[config.mk]
export PLATFORM = sky130hd
export DESIGN_NAME = multi_reader_broadcast_fifo
export DESIGN_NICKNAME = d
export VERILOG_FILES = /design/src/hdl/mrbf_pkg.sv /design/src/hdl/mrbf_store.sv /design/src/hdl/multi_reader_broadcast_fifo.sv
export SDC_FILE = /design/constraint.sdc
export NUM_CORES = 2
export LEC_CHECK = 0
export ABC_AREA = 1
export BUFFER_PORTS_ARGS = -buffer_cell sky130_fd_sc_hd__buf_2
export CORE_ASPECT_RATIO = 0.5
export CORE_MARGIN = 2
export CORE_UTILIZATION = 23
export CTS_CLUSTER_DIAMETER = 100
export DETAILED_ROUTE_END_ITERATION = 10
export PLACE_DENSITY = 0.44
export SLEW_MARGIN = 20
export SYNTH_ARGS = -nofsm -noshare
export SYNTH_HDL_FRONTEND = slang
export SYNTH_SLANG_ARGS = --single-unit
export TNS_END_PERCENT = 50
[constraint.sdc]
create_clock -name clock -period 9.9 [get_ports clock]
set_input_delay 1.98 -clock clock [delete_from_list [all_inputs] [get_ports clock]]
set_output_delay 1.98 -clock clock [all_outputs]
set_load 0.1 [all_outputs]
[src/hdl/mrbf_pkg.sv]
// Shared types and codes for the multi-reader broadcast FIFO.
// Used by every module of the block; depends on nothing else.
`default_nettype none

package mrbf_pkg;

   localparam int OP_W   = 2;
   localparam int STAT_W = 2;
   localparam int ID_W   = 16;
   localparam int DATA_W = 64;

   localparam logic [OP_W-1:0] OP_INSERT = 2'd0;
   localparam logic [OP_W-1:0] OP_POP    = 2'd1;
   localparam logic [OP_W-1:0] OP_CLEAR  = 2'd2;

   localparam logic [STAT_W-1:0] ST_OK    = 2'd0;
   localparam logic [STAT_W-1:0] ST_EMPTY = 2'd1;
   localparam logic [STAT_W-1:0] ST_FULL  = 2'd2;

   typedef struct packed {
      logic        [ID_W-1:0]   id;
      logic signed [DATA_W-1:0] value;
      logic signed [DATA_W-1:0] stamp;
   } rec_type;

endpackage

`default_nettype wire

[src/hdl/mrbf_store.sv]
// Record and read-mask memories of the broadcast FIFO, one write and one
// registered read port each. Depends on mrbf_pkg.
`default_nettype none

module mrbf_store #(
   parameter int DEPTH   = 16,
   parameter int READERS = 2,
   localparam int ADDR_W = $clog2(DEPTH)
) (
   input  wire                   clock,
   input  wire                   rec_we,
   input  wire  [ADDR_W-1:0]     rec_waddr,
   input  mrbf_pkg::rec_type     rec_wdata,
   input  wire                   mask_we,
   input  wire  [ADDR_W-1:0]     mask_waddr,
   input  wire  [READERS-1:0]    mask_wdata,
   input  wire                   rd_en,
   input  wire  [ADDR_W-1:0]     rd_addr,
   output mrbf_pkg::rec_type     rec_rdata,
   output logic [READERS-1:0]    mask_rdata
);
   import mrbf_pkg::*;

   rec_type            rec_mem  [DEPTH];
   logic [READERS-1:0] mask_mem [DEPTH];

   always_ff @(posedge clock) begin
      if (rec_we) begin
         rec_mem[rec_waddr] <= rec_wdata;
      end
      if (rd_en) begin
         rec_rdata <= rec_mem[rd_addr];
      end
   end

   always_ff @(posedge clock) begin
      if (mask_we) begin
         mask_mem[mask_waddr] <= mask_wdata;
      end
      if (rd_en) begin
         mask_rdata <= mask_mem[rd_addr];
      end
   end

endmodule

`default_nettype wire

[src/hdl/multi_reader_broadcast_fifo.sv]
// Top level of the multi-reader broadcast FIFO: pointer control, result register.
// Depends on mrbf_pkg and mrbf_store.
//
// Usage: each request transaction carries an operation (insert, pop for one
// reader, clear) and the record fields for an insert. Every request produces
// exactly one response transaction with a status, the popped record (zero
// unless a pop succeeded), an entry-freed flag and the occupancy after the
// operation. Each reader sees every inserted record once, in order; an entry
// is freed when its last reader pops it.
// Response timing: inserts, clears, refused inserts and empty pops are
// registered at the accepting edge and show on the response side in the next
// cycle, so they run at one per cycle while the response is not stalled. A
// successful pop passes through S_POP: the memories have a registered read and
// the mask is written back in S_POP, while req_stall holds off new requests.
// When the receiver stalls the response, the result stays in the output
// register and req_stall stays high for as long as that result waits there.
// Reset (synchronous, active high) empties the ring and rewinds every reader;
// the memories are not cleared and need no clearing pass.
`default_nettype none

module multi_reader_broadcast_fifo #(
   parameter int DEPTH   = 16,
   parameter int READERS = 2,
   localparam int ADDR_W = $clog2(DEPTH),
   localparam int CNT_W  = $clog2(DEPTH + 1),
   localparam int RD_W   = (READERS > 1) ? $clog2(READERS) : 1
) (
   input  wire                          clock,
   input  wire                          reset,
   input  wire                          req_valid,
   output logic                         req_stall,
   input  wire  [mrbf_pkg::OP_W-1:0]    req_operation,
   input  wire  [RD_W-1:0]              req_reader,
   input  wire  [mrbf_pkg::ID_W-1:0]    req_sample_id,
   input  wire  signed [mrbf_pkg::DATA_W-1:0] req_sample_value,
   input  wire  signed [mrbf_pkg::DATA_W-1:0] req_sample_time,
   output logic                         rsp_valid,
   input  wire                          rsp_stall,
   output logic [mrbf_pkg::STAT_W-1:0]  rsp_status,
   output logic [mrbf_pkg::ID_W-1:0]    rsp_out_id,
   output logic signed [mrbf_pkg::DATA_W-1:0] rsp_out_value,
   output logic signed [mrbf_pkg::DATA_W-1:0] rsp_out_time,
   output logic                         rsp_entry_freed,
   output logic [CNT_W-1:0]             rsp_occupancy
);
   import mrbf_pkg::*;

   localparam logic [0:0] S_IDLE = 1'b0;
   localparam logic [0:0] S_POP  = 1'b1;

   logic [0:0]        state_ff, state_in;
   logic [ADDR_W-1:0] tail_ff, tail_in;
   logic [CNT_W-1:0]  count_ff, count_in;
   logic [ADDR_W-1:0] rdptr_ff  [READERS];
   logic [ADDR_W-1:0] rdptr_in  [READERS];
   logic [CNT_W-1:0]  unread_ff [READERS];
   logic [CNT_W-1:0]  unread_in [READERS];
   logic [ADDR_W-1:0] pop_addr_ff, pop_addr_in;
   logic [RD_W-1:0]   pop_rd_ff, pop_rd_in;

   logic              rsp_valid_ff, rsp_valid_in;
   logic [STAT_W-1:0] rsp_status_ff, rsp_status_in;
   rec_type           rsp_rec_ff, rsp_rec_in;
   logic              rsp_freed_ff, rsp_freed_in;
   logic [CNT_W-1:0]  rsp_occ_ff, rsp_occ_in;

   logic               accept;
   logic               out_free;
   logic               rd_ok;
   logic               pop_go;
   logic [ADDR_W-1:0]  rd_addr;
   logic               rec_we;
   rec_type            rec_wdata;
   logic               mask_we;
   logic [ADDR_W-1:0]  mask_waddr;
   logic [READERS-1:0] mask_wdata;
   rec_type            rec_rdata;
   logic [READERS-1:0] mask_rdata;
   logic [READERS-1:0] rd_sel;
   logic [READERS-1:0] new_mask;
   logic               freed;

   function automatic logic [ADDR_W-1:0] ring_next(input logic [ADDR_W-1:0] idx);
      return (idx == ADDR_W'(DEPTH - 1)) ? '0 : idx + 1'b1;
   endfunction

   assign out_free  = !rsp_valid_ff || !rsp_stall;
   assign req_stall = (state_ff != S_IDLE) || !out_free;
   assign accept    = req_valid && !req_stall;

   assign rd_ok   = ({1'b0, req_reader} < (RD_W + 1)'(READERS));
   assign rd_addr = rd_ok ? rdptr_ff[req_reader] : '0;
   assign pop_go  = accept && (req_operation == OP_POP) && rd_ok
                    && (unread_ff[req_reader] != '0);

   always_comb begin
      for (int r = 0; r < READERS; r++) begin
         rd_sel[r] = (pop_rd_ff == RD_W'(r));
      end
   end

   assign new_mask = mask_rdata | rd_sel;
   assign freed    = &new_mask;

   assign rec_wdata.id    = req_sample_id;
   assign rec_wdata.value = req_sample_value;
   assign rec_wdata.stamp = req_sample_time;

   always_comb begin
      state_in      = state_ff;
      tail_in       = tail_ff;
      count_in      = count_ff;
      rdptr_in      = rdptr_ff;
      unread_in     = unread_ff;
      pop_addr_in   = pop_addr_ff;
      pop_rd_in     = pop_rd_ff;
      rsp_valid_in  = rsp_valid_ff && rsp_stall;
      rsp_status_in = rsp_status_ff;
      rsp_rec_in    = rsp_rec_ff;
      rsp_freed_in  = rsp_freed_ff;
      rsp_occ_in    = rsp_occ_ff;
      rec_we        = 1'b0;
      mask_we       = 1'b0;
      mask_waddr    = tail_ff;
      mask_wdata    = '0;

      if (state_ff == S_POP) begin
         mask_we       = 1'b1;
         mask_waddr    = pop_addr_ff;
         mask_wdata    = new_mask;
         if (freed && (count_ff != '0)) begin
            count_in = count_ff - 1'b1;
         end
         state_in      = S_IDLE;
         rsp_valid_in  = 1'b1;
         rsp_status_in = ST_OK;
         rsp_rec_in    = rec_rdata;
         rsp_freed_in  = freed;
         rsp_occ_in    = count_in;
      end else if (accept) begin
         rsp_rec_in    = '0;
         rsp_freed_in  = 1'b0;
         rsp_status_in = ST_OK;
         rsp_valid_in  = 1'b1;
         case (req_operation)
            OP_INSERT: begin
               if (count_ff == CNT_W'(DEPTH)) begin
                  rsp_status_in = ST_FULL;
               end else begin
                  rec_we   = 1'b1;
                  mask_we  = 1'b1;
                  tail_in  = ring_next(tail_ff);
                  count_in = count_ff + 1'b1;
                  for (int r = 0; r < READERS; r++) begin
                     unread_in[r] = unread_ff[r] + 1'b1;
                  end
               end
            end
            OP_POP: begin
               if (pop_go) begin
                  rsp_valid_in = 1'b0;
                  state_in     = S_POP;
                  pop_addr_in  = rd_addr;
                  pop_rd_in    = req_reader;
                  rdptr_in[req_reader]  = ring_next(rd_addr);
                  unread_in[req_reader] = unread_ff[req_reader] - 1'b1;
               end else begin
                  rsp_status_in = ST_EMPTY;
               end
            end
            OP_CLEAR: begin
               tail_in  = '0;
               count_in = '0;
               for (int r = 0; r < READERS; r++) begin
                  rdptr_in[r]  = '0;
                  unread_in[r] = '0;
               end
            end
            default: begin
            end
         endcase
         rsp_occ_in = count_in;
      end
   end

   always_ff @(posedge clock) begin
      if (reset) begin
         state_ff     <= S_IDLE;
         tail_ff      <= '0;
         count_ff     <= '0;
         rsp_valid_ff <= 1'b0;
         for (int r = 0; r < READERS; r++) begin
            rdptr_ff[r]  <= '0;
            unread_ff[r] <= '0;
         end
      end else begin
         state_ff     <= state_in;
         tail_ff      <= tail_in;
         count_ff     <= count_in;
         rsp_valid_ff <= rsp_valid_in;
         rdptr_ff     <= rdptr_in;
         unread_ff    <= unread_in;
      end
   end

   always_ff @(posedge clock) begin
      pop_addr_ff   <= pop_addr_in;
      pop_rd_ff     <= pop_rd_in;
      rsp_status_ff <= rsp_status_in;
      rsp_rec_ff    <= rsp_rec_in;
      rsp_freed_ff  <= rsp_freed_in;
      rsp_occ_ff    <= rsp_occ_in;
   end

   mrbf_store #(
      .DEPTH   (DEPTH),
      .READERS (READERS)
   ) u_store (
      .clock      (clock),
      .rec_we     (rec_we),
      .rec_waddr  (tail_ff),
      .rec_wdata  (rec_wdata),
      .mask_we    (mask_we),
      .mask_waddr (mask_waddr),
      .mask_wdata (mask_wdata),
      .rd_en      (pop_go),
      .rd_addr    (rd_addr),
      .rec_rdata  (rec_rdata),
      .mask_rdata (mask_rdata)
   );

   assign rsp_valid       = rsp_valid_ff;
   assign rsp_status      = rsp_status_ff;
   assign rsp_out_id      = rsp_rec_ff.id;
   assign rsp_out_value   = rsp_rec_ff.value;
   assign rsp_out_time    = rsp_rec_ff.stamp;
   assign rsp_entry_freed = rsp_freed_ff;
   assign rsp_occupancy   = rsp_occ_ff;

endmodule

`default_nettype wire

==> metrics.md <==
| Metric | Value |
|---|---|
| DP HPWL | `147200 um` |
| Post-CTS Setup Bufs | `0` |
| Core box area | `0.4591 mm^2` |
| Worst Path Max Fanout | `202` |
| Sequential Power Share | `0.524` |
| Highest-count cells in the layout ignoring fill and taps | `edfxtp_1, nand3_1, inv_1, or2_2, o211ai_1` |
| Relative slew slack | `0.1845` |
| DRC violation total after the first TritonRoute iteration | `4874` |
| DP Area | `0.1142 mm^2` |
| Max Freq | `0.1923 GHz` |
| Core Rows | `176` |
| Layout Nets | `8148` |
| Die Span X | `963.7 um` |
| Post-layout util | `0.2675` |
| Period utilisation layout | `0.5251` |
| Initial antenna violation count | `88` |
| Leakage power | `41.15 nW` |
| Gr ovfl total | `0` |
| Seq/Total Area, Yosys | `0.7534` |
| Clock power frac | `0.423` |
| Distinct cells, synth | `31` |
| Number of buffers created by CTS | `285` |
| CP arrival | `5820 ps` |
| Comb pwr share | `0.053` |
| Initial Util | `0.2307` |
| Post-Place Worst Slack | `3949 ps` |
| Final Non-Filler Cells | `14350` |
| Syn Inst Count | `7804` |
| Layout cells sized above 1 | `0.1700` |
| Least-Margin Pin Slew | `1223 ps` |
| I/O pin count | `305` |
| Hold_buf cts | `0` |
| Design Area, Final | `0.1228 mm^2` |
| Final Routed Wirelength | `312900 um` |
| Worst-case clock buffer depth | `4` |
| Final Hold Viols | `0` |
| Initial DRT Pass Iterations | `7` |
| Startpoint Class | `input port` |
| NetSw | `5.489 mW` |
| Peak supply drop | `135.6 uV` |
| Pins Over Slew Limit | `0` |
| Met3 usage | `0.01333` |
| Fillers | `47160` |
| Setup WS post-layout | `4701 ps` |
| DRC Markers | `0` |
| Met1 Track Usage GR | `0.1780` |
| Global-route wire length before repair | `449900 um` |
| Post-route setup TNS | `0 ps` |
| Placed insts | `13840` |
| Switching share of power | `0.2286` |
| Largest net degree at the start of global routing | `219` |
| Vias in the first global route | `61460` |
| GR met2 Demand/Resource | `0.2172` |
| Max_cap viols | `0` |
| Pwr Density | `195.5 mW/mm^2` |
| Yosys reg bits | `2668` |
| Worst reg-to-reg setup slack | `5010 ps` |
| CP Capture Type | `flip-flop` |
| Worst endpoint required time | `10520 ps` |
| Vias | `62640` |
| Syn_area_per_cell | `13.57 um^2` |
| RSZ-0062 raised after global routing | `false` |
| # clock sinks | `2668` |
| CTS clk-pin slew, worst paths | `60 ps` |
| Commonest non-fill, non-tap cell in the layout | `edfxtp_1` |
| Clock Latency Late Sink | `880 ps` |
| Final ANT Viol Nets | `0` |
| CTS tree | `yes` |
| Yosys warning count | `0` |
| H-Tree Depth | `5` |
| Clock Root Buffer | `clkbuf_16` |
| WL/cell | `21.81 um` |
| Vias per cell | `4.367` |
| Worst setup path class | `in -> reg` |
| Area Overhead vs Synth | `15.95%` |
| Syn_nets | `7970` |
| Final min period | `5199 ps` |
| Post-cts sizing count | `0` |
| GRT Util Overall | `0.1293` |
| WHS | `464.9 ps` |
| Status | `complete, no violations` |
| Die footprint | `0.4663 mm^2` |
| GP Congestion | `0.7120` |
| P_int | `18.52 mW` |
| Clock Skews | `71.02 ps` |
| Final setup vio count | `0` |
| Top Usage Layer GRT | `met2` |
| Synth Cell Area | `0.1059 mm^2` |
| Port Buffers | `304` |
| Hold Crit Class | `reg -> reg` |
| Power Total | `24.01 mW` |
| Die height | `483.9 um` |
-- sequential cells by signal, summed over array words and instances, names as in the netlist --
signal	flops
pop_rd_ff	1
tail_ff	4
state_ff	1
count_ff	5
u_store.rec_rdata	144
rdptr_ff	8
pop_addr_ff	4
u_store.mask_rdata	2
unread_ff	10
rsp_valid	1
rsp_occupancy	5
u_store.rec_mem	2304
rsp_status	2
rsp_entry_freed	1
rsp_out_value	64
u_store.mask_mem	32
rsp_out_time	64
rsp_out_id	16
-- power groups by stage --
stage                     sequential, mW  clock, mW  combinational (mW)
after global placement              12.8          0                1.28
after floorplan                     13.2          0               0.472
after global routing                12.6       10.8                1.38
after CTS                           12.6       10.4                1.29
after detailed placement            12.8          0                1.29
final                               12.6       10.2                1.27
-- logic make-up (layout without fill, tap and decap cells) --
kind of cell,Yosys count,count (layout),share of synthesized area
AO/OA/AOI/OAI,1675,1675,0.09313
XOR/XNOR,5,5,0.0004135
adder cells (fa/ha/maj),15,15,0.001772
buffers and inverters,1149,1527,0.04467
flip-flops,2668,2668,0.7534
other,0,23,0
AND/OR/NAND/NOR,2292,2292,0.1066
-- final cells by class --
class | count | area (um^2) | share of cell area
Clock buffer | 356 | 7569 | 0.06163
Clock inverter | 131 | 989.7 | 0.008059
Inverter | 639 | 2436 | 0.01984
Sequential cell | 2668 | 79810 | 0.6498
Multi-Input combinational cell | 3987 | 21540 | 0.1754
Tap cell | 6141 | 7684 | 0.06256
Antenna cell | 23 | 57.56 | 0.0004686
Timing Repair Buffer | 401 | 2725 | 0.02219
-- metal layers --
metal | share of wire | wire (um)
met5 | 0.000080 | 25
met1 | 0.46 | 143800
met4 | 0.025 | 7742
met2 | 0.48 | 151200
met3 | 0.033 | 10190
-- cell usage after synthesis --
cell | count | area (um^2)
edfxtp_1 | 2637 | 79190
nand3_1 | 914 | 4574
inv_1 | 637 | 2391
or2_2 | 589 | 3685
o211ai_1 | 585 | 4392
o21ai_0 | 508 | 2542
a21oi_1 | 475 | 2377
nand2_1 | 406 | 1524
nor2_1 | 363 | 1363
buf_2 | 266 | 1331
clkbuf_1 | 204 | 765.7
o21ai_1 | 100 | 500.5
dfxtp_1 | 31 | 620.6
buf_1 | 20 | 75.07
buf_4 | 17 | 127.6
ha_1 | 15 | 187.7
nand4_1 | 10 | 62.56
nand2_2 | 4 | 25.02
buf_6 | 3 | 33.78
nand2_4 | 3 | 33.78
xnor2_1 | 3 | 26.28
inv_2 | 2 | 7.510
nor2_2 | 2 | 12.51
o22ai_1 | 2 | 12.51
xor2_1 | 2 | 17.52
a21boi_0 | 1 | 7.510
a22oi_1 | 1 | 7.510
nor3b_1 | 1 | 7.510
o21a_1 | 1 | 7.510
o21ai_2 | 1 | 8.760
o32ai_1 | 1 | 8.760
-- final timing paths --
check,startpoint,to,cells after the start
worst min-delay path,rdptr_ff[5],rdptr_ff[5],2
worst min register to register,rdptr_ff[5],rdptr_ff[5],2
worst max-delay path,req_reader,u_store.rec_rdata[32],11
worst max register to register,state_ff,u_store.rec_mem[8][129],7
-- critical path: stages --
cell and delay, ps:
buf_2 380, nand2_1 170, o21ai_4 140, buf_12 550, buf_12 550, buf_4 890
a21oi_1 130, o21ai_0 130, nand3_1 110, nand3_1 130, nand2_1 70
(Power assumes the default switching activity.)
